===== src/rtl/ssli_pkg.sv =====
// Shared types, constants and helpers of the slew-limited servo interpolator.
// No dependencies.
package ssli_pkg;

  localparam int AXES          = 6;
  localparam int MAX_SUBSTEPS  = 32;
  localparam int PULSE_MIN     = 450;
  localparam int PULSE_MAX     = 2300;
  localparam int BASE_SAFE_MIN = 500;
  localparam int BASE_SAFE_MAX = 2500;
  localparam int FULL_TENTHS   = 1800;
  localparam int HOME_TENTHS   = 900;

  localparam int ANG_W   = 11;
  localparam int PULSE_W = 12;
  localparam int SUB_W   = 6;
  localparam int FRM_W   = $clog2(MAX_SUBSTEPS + 1);
  localparam int AXIS_W  = (AXES > 1) ? $clog2(AXES) : 1;
  localparam int SPAN_W  = ANG_W + 3;
  localparam int DIV_NW  = ANG_W + PULSE_W;
  localparam int DIV_DW  = ANG_W;
  localparam int IDX_W   = 3;

  typedef logic [ANG_W-1:0]   angle_t;
  typedef logic [PULSE_W-1:0] pulse_t;

  typedef enum logic [IDX_W-1:0] {
    REG_MAX_STEP,
    REG_SUBSTEP_COUNT,
    REG_REVERSE_DEADBAND,
    REG_BASE_ANGLE_MIN,
    REG_BASE_ANGLE_MAX,
    REG_BASE_PULSE_AT_MIN,
    REG_BASE_PULSE_AT_MAX
  } reg_idx_t;

  typedef enum logic [1:0] {
    DIR_NONE,
    DIR_UP,
    DIR_DOWN
  } dir_t;

  typedef enum logic [2:0] {
    ST_IDLE,
    ST_PLAN,
    ST_INTERP,
    ST_INTERP_WAIT,
    ST_PULSE,
    ST_PULSE_WAIT,
    ST_EMIT
  } state_t;

  typedef struct packed {
    angle_t max_step;
    angle_t reverse_deadband;
    angle_t base_angle_min;
    angle_t base_angle_max;
    pulse_t base_pulse_at_min;
    pulse_t base_pulse_at_max;
  } cfg_t;

  typedef struct packed {
    logic              accept;
    logic              plan_en;
    logic              interp_start;
    logic              interp_commit;
    logic              pulse_start;
    logic              pulse_commit;
    logic              emit;
    logic              last_frame;
    logic [AXIS_W-1:0] axis;
    logic [FRM_W-1:0]  frame;
    logic [FRM_W-1:0]  frames;
  } dp_cmd_t;

  typedef struct packed {
    logic div_done;
    logic out_free;
  } dp_stat_t;

  // Clamp a working angle: base axis to [lo, hi] (when inverted, values below lo
  // take lo and all others hi), other axes to the full range.
  function automatic angle_t clamp_axis(input logic is_base,
                                        input logic signed [SPAN_W-1:0] v,
                                        input angle_t lo, input angle_t hi);
    logic signed [SPAN_W-1:0] l;
    logic signed [SPAN_W-1:0] h;
    angle_t r;
    if (is_base) begin
      l = $signed({{(SPAN_W-ANG_W){1'b0}}, lo});
      h = $signed({{(SPAN_W-ANG_W){1'b0}}, hi});
    end else begin
      l = '0;
      h = SPAN_W'(FULL_TENTHS);
    end
    if (v < l) r = l[ANG_W-1:0];
    else if (v > h) r = h[ANG_W-1:0];
    else r = v[ANG_W-1:0];
    return r;
  endfunction

  // Frame count: zero acts as one, large values saturate.
  function automatic logic [FRM_W-1:0] sat_frames(input logic [SUB_W-1:0] c);
    logic [FRM_W-1:0] r;
    if (c == '0) r = FRM_W'(1);
    else if (int'(c) > MAX_SUBSTEPS) r = FRM_W'(MAX_SUBSTEPS);
    else r = FRM_W'(c);
    return r;
  endfunction

endpackage


===== src/rtl/ssli_div.sv =====
// Restoring unsigned divider, one quotient bit per cycle.
// Depends on ssli_pkg for operand widths.
module ssli_div (
  input  logic                          clk,
  input  logic                          rst_n,
  input  logic                          start,
  input  logic [ssli_pkg::DIV_NW-1:0]   dividend,
  input  logic [ssli_pkg::DIV_DW-1:0]   divisor,
  output logic                          done,
  output logic [ssli_pkg::DIV_NW-1:0]   quotient
);

  localparam int NW = ssli_pkg::DIV_NW;
  localparam int DW = ssli_pkg::DIV_DW;
  localparam int CW = $clog2(NW);

  logic          busy_r;
  logic          done_r;
  logic [CW-1:0] cnt_r;
  logic [DW-1:0] rem_r;
  logic [DW-1:0] den_r;
  logic [NW-1:0] quo_r;

  logic [DW:0]   shifted;
  logic [DW:0]   diff;
  logic          ge;
  logic [DW-1:0] rem_nxt;

  always_comb begin
    shifted = {rem_r, quo_r[NW-1]};
    diff    = shifted - {1'b0, den_r};
    ge      = (shifted >= {1'b0, den_r});
    rem_nxt = ge ? diff[DW-1:0] : shifted[DW-1:0];
  end

  always_ff @(posedge clk) begin
    if (!rst_n) begin
      busy_r <= 1'b0;
      done_r <= 1'b0;
      cnt_r  <= '0;
    end else begin
      done_r <= 1'b0;
      if (start) begin
        busy_r <= 1'b1;
        cnt_r  <= '0;
      end else if (busy_r) begin
        cnt_r <= cnt_r + CW'(1);
        if (cnt_r == CW'(NW - 1)) begin
          busy_r <= 1'b0;
          done_r <= 1'b1;
        end
      end
    end
  end

  always_ff @(posedge clk) begin
    if (start) begin
      rem_r <= '0;
      den_r <= divisor;
      quo_r <= dividend;
    end else if (busy_r) begin
      rem_r <= rem_nxt;
      quo_r <= {quo_r[NW-2:0], ge};
    end
  end

  assign done     = done_r;
  assign quotient = quo_r;

endmodule


===== src/rtl/ssli_dp.sv =====
// Datapath: joint state, move planning, interpolation and pulse mapping,
// frame buffer and output register. Depends on ssli_pkg and ssli_div.
module ssli_dp (
  input  logic                                        clk,
  input  logic                                        rst_n,
  input  ssli_pkg::dp_cmd_t                           cmd,
  output ssli_pkg::dp_stat_t                          stat,
  input  ssli_pkg::cfg_t                              cfg,
  input  ssli_pkg::angle_t [ssli_pkg::AXES-1:0]       targets,
  output logic                                        out_valid,
  input  logic                                        out_stall,
  output ssli_pkg::pulse_t [ssli_pkg::AXES-1:0]       out_pulse,
  output logic                                        out_final
);

  localparam int AXES   = ssli_pkg::AXES;
  localparam int ANG_W  = ssli_pkg::ANG_W;
  localparam int PW     = ssli_pkg::PULSE_W;
  localparam int SPAN_W = ssli_pkg::SPAN_W;
  localparam int NW     = ssli_pkg::DIV_NW;
  localparam int DW     = ssli_pkg::DIV_DW;
  localparam int US_W   = NW + 2;
  localparam int PAD    = SPAN_W - ANG_W;
  // Joint map: a * 1850 / 1800 = a + a / 36; a / 36 is taken as
  // (a * 1821) >> 16, exact for every 11-bit angle.
  localparam logic [ANG_W-1:0] RECIP_36 = ANG_W'(1821);
  localparam int RECIP_SH = 16;
  localparam logic signed [US_W-1:0] SAFE_LO = US_W'(ssli_pkg::BASE_SAFE_MIN);
  localparam logic signed [US_W-1:0] SAFE_HI = US_W'(ssli_pkg::BASE_SAFE_MAX);

  ssli_pkg::angle_t tgt_r   [AXES];
  ssli_pkg::angle_t ang_r   [AXES];
  ssli_pkg::dir_t   dir_r   [AXES];
  ssli_pkg::angle_t start_r [AXES];
  logic signed [ANG_W:0] dlt_r [AXES];
  ssli_pkg::pulse_t pulse_r [AXES];
  ssli_pkg::pulse_t [AXES-1:0] opulse_r;
  logic             ofinal_r;
  logic             ovalid_r;
  logic             neg_r;

  logic             is_base;
  ssli_pkg::angle_t cur;
  logic signed [SPAN_W-1:0] cur_s;
  logic signed [SPAN_W-1:0] delta;
  logic signed [SPAN_W-1:0] mag;
  logic signed [SPAN_W-1:0] cap;
  logic signed [SPAN_W-1:0] capped;
  ssli_pkg::dir_t   ddir;
  logic             hold;
  ssli_pkg::angle_t goal;
  logic signed [SPAN_W-1:0] gdiff;

  logic [ANG_W-1:0] dmag;
  logic signed [ANG_W:0] da;
  logic signed [PW:0]    dpp;
  logic signed [ANG_W:0] dh;
  logic [ANG_W-1:0] mag_da;
  logic [PW-1:0]    mag_dp;
  logic [ANG_W-1:0] mag_dh;

  logic          div_start;
  logic [NW-1:0] div_num;
  logic [DW-1:0] div_den;
  logic          neg_nxt;
  logic          div_done;
  logic [NW-1:0] quo;

  logic signed [SPAN_W-1:0] q_i;
  logic signed [SPAN_W-1:0] inter;
  logic signed [US_W-1:0]   q_b;
  logic signed [US_W-1:0]   us;
  logic [2*ANG_W-1:0]       frac_prod;
  ssli_pkg::pulse_t         pulse_nxt;

  assign is_base = (cmd.axis == '0);
  assign cur     = ang_r[cmd.axis];
  assign cur_s   = $signed({{PAD{1'b0}}, cur});

  // Move planning for one axis.
  always_comb begin
    delta  = $signed({{PAD{1'b0}}, tgt_r[cmd.axis]}) - cur_s;
    mag    = (delta < 0) ? -delta : delta;
    ddir   = (delta > 0) ? ssli_pkg::DIR_UP :
             ((delta < 0) ? ssli_pkg::DIR_DOWN : ssli_pkg::DIR_NONE);
    hold   = (dir_r[cmd.axis] != ssli_pkg::DIR_NONE) && (ddir != ssli_pkg::DIR_NONE) &&
             (ddir != dir_r[cmd.axis]) &&
             (mag <= $signed({{PAD{1'b0}}, cfg.reverse_deadband}));
    cap    = $signed({{PAD{1'b0}}, cfg.max_step});
    if (delta > cap) capped = cap;
    else if (delta < -cap) capped = -cap;
    else capped = delta;
    goal   = ssli_pkg::clamp_axis(is_base, cur_s + capped,
                                  cfg.base_angle_min, cfg.base_angle_max);
    gdiff  = $signed({{PAD{1'b0}}, goal}) - cur_s;
  end

  // Divider operands: interpolation step or base pulse map.
  always_comb begin
    dmag   = (dlt_r[cmd.axis] < 0) ? ANG_W'(-dlt_r[cmd.axis]) : ANG_W'(dlt_r[cmd.axis]);
    da     = $signed({1'b0, cur}) - $signed({1'b0, cfg.base_angle_min});
    dpp    = $signed({1'b0, cfg.base_pulse_at_max}) - $signed({1'b0, cfg.base_pulse_at_min});
    dh     = $signed({1'b0, cfg.base_angle_max}) - $signed({1'b0, cfg.base_angle_min});
    mag_da = (da < 0) ? ANG_W'(-da) : ANG_W'(da);
    mag_dp = (dpp < 0) ? PW'(-dpp) : PW'(dpp);
    mag_dh = (dh < 0) ? ANG_W'(-dh) : ANG_W'(dh);
    div_start = cmd.interp_start | cmd.pulse_start;
    if (cmd.interp_start) begin
      div_num = {{(NW-ANG_W){1'b0}}, dmag} * {{(NW-ssli_pkg::FRM_W){1'b0}}, cmd.frame};
      div_den = DW'(cmd.frames);
      neg_nxt = dlt_r[cmd.axis][ANG_W];
    end else begin
      div_num = mag_da * mag_dp;
      div_den = mag_dh;
      neg_nxt = da[ANG_W] ^ dpp[PW] ^ dh[ANG_W];
    end
  end

  ssli_div u_div (
    .clk      (clk),
    .rst_n    (rst_n),
    .start    (div_start),
    .dividend (div_num),
    .divisor  (div_den),
    .done     (div_done),
    .quotient (quo)
  );

  // Results of the two divisions, and the joint pulse map.
  always_comb begin
    q_i   = $signed({1'b0, quo[SPAN_W-2:0]});
    inter = $signed({{PAD{1'b0}}, start_r[cmd.axis]}) + (neg_r ? -q_i : q_i);
    q_b   = $signed({2'b00, quo});
    frac_prod = cur * RECIP_36;
    if (cfg.base_angle_max == cfg.base_angle_min)
      us = $signed({{(US_W-PW){1'b0}}, cfg.base_pulse_at_min});
    else
      us = (neg_r ? -q_b : q_b) + $signed({{(US_W-PW){1'b0}}, cfg.base_pulse_at_min});
    if (is_base) begin
      if (us < SAFE_LO) pulse_nxt = PW'(SAFE_LO);
      else if (us > SAFE_HI) pulse_nxt = PW'(SAFE_HI);
      else pulse_nxt = us[PW-1:0];
    end else begin
      pulse_nxt = PW'(ssli_pkg::PULSE_MIN) + {1'b0, cur} + PW'(frac_prod >> RECIP_SH);
    end
  end

  always_ff @(posedge clk) begin
    if (!rst_n) begin
      for (int i = 0; i < AXES; i++) begin
        ang_r[i] <= ANG_W'(ssli_pkg::HOME_TENTHS);
        dir_r[i] <= ssli_pkg::DIR_NONE;
      end
      ovalid_r <= 1'b0;
    end else begin
      if (cmd.plan_en && !hold && (goal != cur))
        dir_r[cmd.axis] <= (gdiff > 0) ? ssli_pkg::DIR_UP : ssli_pkg::DIR_DOWN;
      if (cmd.interp_commit)
        ang_r[cmd.axis] <= ssli_pkg::clamp_axis(is_base, inter,
                                                cfg.base_angle_min, cfg.base_angle_max);
      if (cmd.emit) ovalid_r <= 1'b1;
      else if (!out_stall) ovalid_r <= 1'b0;
    end
  end

  always_ff @(posedge clk) begin
    if (cmd.accept) begin
      for (int i = 0; i < AXES; i++) tgt_r[i] <= targets[i];
    end
    if (cmd.plan_en) begin
      start_r[cmd.axis] <= cur;
      dlt_r[cmd.axis]   <= hold ? '0 : gdiff[ANG_W:0];
    end
    if (div_start) neg_r <= neg_nxt;
    if (cmd.pulse_commit) pulse_r[cmd.axis] <= pulse_nxt;
    if (cmd.emit) begin
      for (int i = 0; i < AXES; i++) opulse_r[i] <= pulse_r[i];
      ofinal_r <= cmd.last_frame;
    end
  end

  assign stat.div_done = div_done;
  assign stat.out_free = !ovalid_r || !out_stall;
  assign out_valid     = ovalid_r;
  assign out_pulse     = opulse_r;
  assign out_final     = ofinal_r;

endmodule


===== src/rtl/ssli_ctrl.sv =====
// Sequencer: walks planning, per-axis divisions and frame emission.
// Depends on ssli_pkg.
module ssli_ctrl (
  input  logic                            clk,
  input  logic                            rst_n,
  input  logic                            in_valid,
  output logic                            in_stall,
  input  logic [ssli_pkg::SUB_W-1:0]      substep_count,
  input  ssli_pkg::dp_stat_t              stat,
  output ssli_pkg::dp_cmd_t               cmd
);

  localparam int AW = ssli_pkg::AXIS_W;
  localparam int FW = ssli_pkg::FRM_W;
  localparam logic [AW-1:0] LAST_AXIS = AW'(ssli_pkg::AXES - 1);

  ssli_pkg::state_t state_r, state_nxt;
  logic [AW-1:0] axis_r, axis_nxt;
  logic [FW-1:0] frame_r, frame_nxt;
  logic [FW-1:0] frames_r, frames_nxt;

  always_ff @(posedge clk) begin
    if (!rst_n) begin
      state_r  <= ssli_pkg::ST_IDLE;
      axis_r   <= '0;
      frame_r  <= '0;
      frames_r <= '0;
    end else begin
      state_r  <= state_nxt;
      axis_r   <= axis_nxt;
      frame_r  <= frame_nxt;
      frames_r <= frames_nxt;
    end
  end

  always_comb begin
    state_nxt      = state_r;
    axis_nxt       = axis_r;
    frame_nxt      = frame_r;
    frames_nxt     = frames_r;
    cmd            = '0;
    cmd.axis       = axis_r;
    cmd.frame      = frame_r;
    cmd.frames     = frames_r;
    cmd.last_frame = (frame_r == frames_r);
    in_stall       = (state_r != ssli_pkg::ST_IDLE);
    case (state_r)
      ssli_pkg::ST_IDLE: begin
        if (in_valid) begin
          cmd.accept = 1'b1;
          axis_nxt   = '0;
          frames_nxt = ssli_pkg::sat_frames(substep_count);
          state_nxt  = ssli_pkg::ST_PLAN;
        end
      end
      ssli_pkg::ST_PLAN: begin
        cmd.plan_en = 1'b1;
        if (axis_r == LAST_AXIS) begin
          axis_nxt  = '0;
          frame_nxt = FW'(1);
          state_nxt = ssli_pkg::ST_INTERP;
        end else begin
          axis_nxt = axis_r + AW'(1);
        end
      end
      ssli_pkg::ST_INTERP: begin
        cmd.interp_start = 1'b1;
        state_nxt        = ssli_pkg::ST_INTERP_WAIT;
      end
      ssli_pkg::ST_INTERP_WAIT: begin
        if (stat.div_done) begin
          cmd.interp_commit = 1'b1;
          state_nxt         = ssli_pkg::ST_PULSE;
        end
      end
      ssli_pkg::ST_PULSE: begin
        // Only the base axis needs the divider; the joint map is combinational.
        if (axis_r == '0) begin
          cmd.pulse_start = 1'b1;
          state_nxt       = ssli_pkg::ST_PULSE_WAIT;
        end else begin
          cmd.pulse_commit = 1'b1;
          if (axis_r == LAST_AXIS) begin
            axis_nxt  = '0;
            state_nxt = ssli_pkg::ST_EMIT;
          end else begin
            axis_nxt  = axis_r + AW'(1);
            state_nxt = ssli_pkg::ST_INTERP;
          end
        end
      end
      ssli_pkg::ST_PULSE_WAIT: begin
        if (stat.div_done) begin
          cmd.pulse_commit = 1'b1;
          if (axis_r == LAST_AXIS) begin
            axis_nxt  = '0;
            state_nxt = ssli_pkg::ST_EMIT;
          end else begin
            axis_nxt  = axis_r + AW'(1);
            state_nxt = ssli_pkg::ST_INTERP;
          end
        end
      end
      ssli_pkg::ST_EMIT: begin
        if (stat.out_free) begin
          cmd.emit = 1'b1;
          if (frame_r == frames_r) begin
            state_nxt = ssli_pkg::ST_IDLE;
          end else begin
            frame_nxt = frame_r + FW'(1);
            state_nxt = ssli_pkg::ST_INTERP;
          end
        end
      end
      default: state_nxt = ssli_pkg::ST_IDLE;
    endcase
  end

endmodule


===== src/rtl/servo_slew_limited_interpolator.sv =====
// Slew-limited six-axis servo interpolator, top level.
// Holds the configuration registers; depends on ssli_pkg, ssli_ctrl, ssli_dp.
//
// Usage:
//   Input channel: one transaction carries six target angles (tenths of a
//   degree, axis 0 is the base). It is taken when in_valid is high and
//   in_stall is low; in_stall stays high until the last frame of the
//   command has been loaded into the output register.
//   Output channel: substep_count frames per command (0 acts as 1, above 32
//   saturates), each with six pulse widths in microseconds; out_final_frame
//   marks the last. A frame moves when out_valid is high and out_stall low.
//   Configuration: cfg_ready is always high; write only while idle.
//   Sequence: the accept, then planning of each axis in turn; then for each
//   frame the base axis makes two passes through the shared 23-step divider
//   (interpolation step, then pulse map), each other axis one pass plus its
//   multiply-based pulse map, and a last step loads the output register.
//   Stall: a stalled frame holds in the output register while the next frame
//   is computed; the sequencer waits before loading over it.
//   Reset: joints return to 900 tenths, directions clear, registers take
//   their defaults; no clearing pass is needed.
module servo_slew_limited_interpolator (
  input  logic                             clk,
  input  logic                             rst_n,
  input  logic                             in_valid,
  output logic                             in_stall,
  input  ssli_pkg::angle_t                 in_target_axis0,
  input  ssli_pkg::angle_t                 in_target_axis1,
  input  ssli_pkg::angle_t                 in_target_axis2,
  input  ssli_pkg::angle_t                 in_target_axis3,
  input  ssli_pkg::angle_t                 in_target_axis4,
  input  ssli_pkg::angle_t                 in_target_axis5,
  output logic                             out_valid,
  input  logic                             out_stall,
  output ssli_pkg::pulse_t                 out_pulse_axis0,
  output ssli_pkg::pulse_t                 out_pulse_axis1,
  output ssli_pkg::pulse_t                 out_pulse_axis2,
  output ssli_pkg::pulse_t                 out_pulse_axis3,
  output ssli_pkg::pulse_t                 out_pulse_axis4,
  output ssli_pkg::pulse_t                 out_pulse_axis5,
  output logic                             out_final_frame,
  input  logic                             cfg_valid,
  output logic                             cfg_ready,
  input  logic [ssli_pkg::IDX_W-1:0]       cfg_index,
  input  logic [ssli_pkg::PULSE_W-1:0]     cfg_data
);

  localparam int ANG_W = ssli_pkg::ANG_W;

  ssli_pkg::cfg_t                          cfg_r;
  logic [ssli_pkg::SUB_W-1:0]              substep_r;
  ssli_pkg::dp_cmd_t                       cmd;
  ssli_pkg::dp_stat_t                      stat;
  ssli_pkg::angle_t [ssli_pkg::AXES-1:0]   targets;
  ssli_pkg::pulse_t [ssli_pkg::AXES-1:0]   pulses;

  assign cfg_ready = 1'b1;

  // Register writes; an unused index is dropped.
  always_ff @(posedge clk) begin
    if (!rst_n) begin
      cfg_r.max_step          <= ANG_W'(50);
      substep_r               <= ssli_pkg::SUB_W'(8);
      cfg_r.reverse_deadband  <= ANG_W'(20);
      cfg_r.base_angle_min    <= ANG_W'(0);
      cfg_r.base_angle_max    <= ANG_W'(1800);
      cfg_r.base_pulse_at_min <= ssli_pkg::PULSE_W'(500);
      cfg_r.base_pulse_at_max <= ssli_pkg::PULSE_W'(2500);
    end else if (cfg_valid && cfg_ready) begin
      case (ssli_pkg::reg_idx_t'(cfg_index))
        ssli_pkg::REG_MAX_STEP:          cfg_r.max_step <= cfg_data[ANG_W-1:0];
        ssli_pkg::REG_SUBSTEP_COUNT:     substep_r <= cfg_data[ssli_pkg::SUB_W-1:0];
        ssli_pkg::REG_REVERSE_DEADBAND:  cfg_r.reverse_deadband <= cfg_data[ANG_W-1:0];
        ssli_pkg::REG_BASE_ANGLE_MIN:    cfg_r.base_angle_min <= cfg_data[ANG_W-1:0];
        ssli_pkg::REG_BASE_ANGLE_MAX:    cfg_r.base_angle_max <= cfg_data[ANG_W-1:0];
        ssli_pkg::REG_BASE_PULSE_AT_MIN: cfg_r.base_pulse_at_min <= cfg_data;
        ssli_pkg::REG_BASE_PULSE_AT_MAX: cfg_r.base_pulse_at_max <= cfg_data;
        default: ;
      endcase
    end
  end

  // Gather the per-axis ports into lanes.
  assign targets[0] = in_target_axis0;
  assign targets[1] = in_target_axis1;
  assign targets[2] = in_target_axis2;
  assign targets[3] = in_target_axis3;
  assign targets[4] = in_target_axis4;
  assign targets[5] = in_target_axis5;

  ssli_ctrl u_ctrl (
    .clk           (clk),
    .rst_n         (rst_n),
    .in_valid      (in_valid),
    .in_stall      (in_stall),
    .substep_count (substep_r),
    .stat          (stat),
    .cmd           (cmd)
  );

  ssli_dp u_dp (
    .clk       (clk),
    .rst_n     (rst_n),
    .cmd       (cmd),
    .stat      (stat),
    .cfg       (cfg_r),
    .targets   (targets),
    .out_valid (out_valid),
    .out_stall (out_stall),
    .out_pulse (pulses),
    .out_final (out_final_frame)
  );

  assign out_pulse_axis0 = pulses[0];
  assign out_pulse_axis1 = pulses[1];
  assign out_pulse_axis2 = pulses[2];
  assign out_pulse_axis3 = pulses[3];
  assign out_pulse_axis4 = pulses[4];
  assign out_pulse_axis5 = pulses[5];

endmodule


===== config.mk =====
export PLATFORM = sky130hd
export DESIGN_NAME = servo_slew_limited_interpolator
export DESIGN_NICKNAME = d
export VERILOG_FILES = /design/src/rtl/ssli_pkg.sv /design/src/rtl/ssli_div.sv /design/src/rtl/ssli_dp.sv /design/src/rtl/ssli_ctrl.sv /design/src/rtl/servo_slew_limited_interpolator.sv
export SDC_FILE = /design/constraint.sdc
export NUM_CORES = 2
export LEC_CHECK = 0
export BUFFER_PORTS_ARGS = -buffer_cell sky130_fd_sc_hd__buf_4
export CAP_MARGIN = 20
export CELL_PAD_IN_SITES_DETAIL_PLACEMENT = 0
export CELL_PAD_IN_SITES_GLOBAL_PLACEMENT = 2
export CORE_MARGIN = 2
export CORE_UTILIZATION = 46
export DETAILED_ROUTE_END_ITERATION = 16
export PLACE_DENSITY = 0.9
export SLEW_MARGIN = 10
export SYNTH_ARGS = -nofsm -noshare
export SYNTH_HDL_FRONTEND = slang
export SYNTH_SLANG_ARGS = --single-unit

===== constraint.sdc =====
create_clock -name clk -period 31.4 [get_ports clk]
set_clock_uncertainty 0.05 [all_clocks]
set_input_delay 3.14 -clock clk [delete_from_list [all_inputs] [get_ports clk]]
set_output_delay 3.14 -clock clk [all_outputs]
set_load 0.02 [all_outputs]

==> flow_metrics.tcl <==
set metrics [dict create \
    status "complete, no violations" \
    grt_pass1_vias 28900 \
    setup_violations 0 \
    grt_pass1_wl_um 175000 \
    finalMaxSlewViolations 0 \
    ys_ff_latch 602 \
    synthArstFlopShare_pct 0 \
    cts_repair_resize_count 0 \
    ctsHtreeMaxLevel 3 \
    clkSinkCount 602 \
    slowest_stage "buf_4" \
    die_y_um 300 \
    num_vias 28900 \
    maxCapViolations 0 \
    r2r_setup_slack_ns 18.21 \
    ios 162 \
    netlist.top_cell.by_area "edfxtp_1" \
    fin_setup_tns_ns 0 \
    synth.most_common_cell "edfxtp_1" \
    avgViaCountPerCell 5.58 \
    post-route-drc-count 0 \
    syn_nets 4419 \
    synth_flop_cell "edfxtp_1" \
    fp-row-count 108 \
    die_area_mm2 0.0898 \
    synth_cell_type_count 96 \
    regToRegEndpoint "u_dp.dir_r[6][0]" \
    seq_area_frac_synth_pct 42.1 \
    clkSlewWorstSetupHoldPaths_ns 0.06 \
    tightest_slew_ns 1.11 \
    min_period_ns 13.19 \
    syn-instance-count 3816 \
    wl_per_cell_um 21.9 \
    num_antenna_cells 0 \
    design.final.nets 4569 \
    cp_max_fo 44 \
    synth_edf_count 488 \
    end_kind "register" \
    start_kind "register" \
    setup.worst_path.end "u_dp.dir_r[6][0]" \
    ys_top_cells_by_count "edfxtp_1 (488), nand2_1 (437), inv_1 (380)" \
    hold_path_class "register to register" \
    slew_headroom_pct 25.5 \
    syn2layout_area_growth_pct 12.1 \
    post_cts_buffers 0 \
    whs_ns 0.345 \
    drtPass1Iterations 6 \
    dpl.hpwl_um 85500 \
    finalCritPeriodShare_pct 42.0 \
    arrival_ns 13.48 \
    synth_top_area_share_pct 36.4 \
    fmax_ghz 0.0758 \
    clockRootBuffer "clkbuf_16" \
    grt_overflow 0 \
    crit_type "register to register" \
    clockBufferDepth 3 \
    gr-usage-all-layers_pct 25.6 \
    place.port_buffers 160 \
    start_util_pct 46.3 \
    cts_buffers 67 \
    drive_gt1_share_pct 11.3 \
    critPathMaxStageDelay_ns 0.72 \
    grt_max_degree 73 \
    filler_cell_count 7887 \
    cts_tree "done" \
    worstSkewPairLatency_ns 0.63 \
    hold_buffers 0 \
    drtIter0Drc 2471 \
    routed_wirelength_um 113000 \
    core_area_mm2 0.0868 \
    path_common_cell "o21ai_0" \
    gp_congestion 0.907 \
    finalHoldViolations 0 \
    rsz0062_at_grt "false" \
    ys_top_cells_by_area "edfxtp_1 (36%), ha_1 (11%), fa_1 (8.1%)" \
    ys_warn_count 0 \
    required_ns 31.70 \
    syn_area_per_cell_um2 10.5 \
    antenna_found_initial 2 \
    die_w_um 300 \
    reg2regPathDepth 46 \
    ant_nets 0 \
    netlist_area_mm2 0.0402 \
]
-- worst max-delay path: cells and delay by family, from the launching register on --
kind	cells	cell delay [ns]
AOI/OAI and AO/OA	29	6.50
muxes	2	1.15
xor gates and xnor gates	1	0.52
buffers and inverters	4	1.20
adders and majority gates	5	1.68
and+or+nand+nor	5	1.14
DFF	1	0.57
-- layout by cell type, fill, tap and decap left out, types with 10 or more instances in the layout --
cell,n
or2_2,13
dfxtp_1,111
inv_1,379
a41oi_1,10
nor4_1,10
nand4_1,24
mux2_2,10
xor2_1,53
o21a_1,41
mux2i_1,75
nor3_1,74
o22ai_1,12
ha_1,354
a22oi_1,16
edfxtp_1,488
o21bai_1,15
o21ai_0,190
or3_1,26
nor3b_1,22
a21boi_0,26
and2_1,30
clkinv_2,12
o211ai_1,22
nor2_1,283
mux4_2,61
and3_1,19
a21o_1,46
fa_1,163
a211oi_1,19
a31oi_1,20
nand2_1,437
clkbuf_16,69
nand3_1,48
buf_4,218
nand3b_1,10
a21oi_1,224
nand2b_1,31
nor2b_1,39
o31ai_1,16
xnor2_1,128
-- worst min-delay path by stage --
stage,from,end,slack [ns],cells past startpoint
after floorplan,u_dp.pulse_r[0][0],out_pulse_axis0[0],0.35,0
after global placement,u_dp.pulse_r[0][2],out_pulse_axis0[2],0.35,0
after detailed placement,u_dp.pulse_r[0][1],out_pulse_axis0[1],0.35,0
after CTS,u_dp.pulse_r[5][0],out_pulse_axis5[0],0.34,0
after global routing,u_dp.pulse_r[5][0],out_pulse_axis5[0],0.35,0
final,u_dp.pulse_r[5][0],out_pulse_axis5[0],0.34,0
-- state kept, by name, indices dropped and copies added (netlist names), 16 cells and up, named ones only --
name	flops
u_dp.ang_r	88
u_dp.dlt_r	72
u_dp.pulse_r	72
cfg_r	68
u_dp.start_r	66
u_dp.tgt_r	66
u_dp.u_div.quotient	23
u_dp.dir_r	16
-- logic make-up after synthesis --
logic type      Yosys count  synth area share, %
simple gates           1099                 12.4
buf+inv                 522                 4.94
fa+ha+maj               518                 19.2
xor+xnor                182                 4.00
mux                     147                 5.60
other cells               1              0.00933
compound gates          745                 11.7
flops                   602                 42.1
-- layout make-up --
type | count | area, um^2 | area share, %
Timing Repair Buffer | 219 | 1650 | 3.66
Clock inverter | 39 | 407 | 0.903
Clock buffer | 84 | 1840 | 4.09
Sequential cell | 602 | 16900 | 37.6
Multi-Input combinational cell | 2692 | 21300 | 47.3
Tap cell | 1155 | 1450 | 3.21
Inverter | 384 | 1440 | 3.20
-- through the flow --
step	instances	instance area [um^2]	setup slack, ns	util (%)
after floorplan	3816	40200	18.80	-
after global routing	5175	45100	16.85	51.9
after detailed placement	5051	42800	18.40	49.3
after global placement	5048	42800	18.67	49.3
after CTS	5174	45000	18.34	51.9
final	5175	45100	18.21	51.9
-- routing by layer --
layer  wire length [um]  GRT usage (%)  vias to the layer above  part of all wire (%)
li1                   -              -                    13800                     -
met1              51600           36.5                    14000                    46
met2              51300           40.7                      884                    45
met3               7630           4.10                      164                   6.7
met4               2740           6.95                        0                   2.4
met5                  0              0                        -                     0
Power is left out: the tool's default activity adds up to more than one toggle a clock period on the data nets, which glitch-free logic cannot reach.
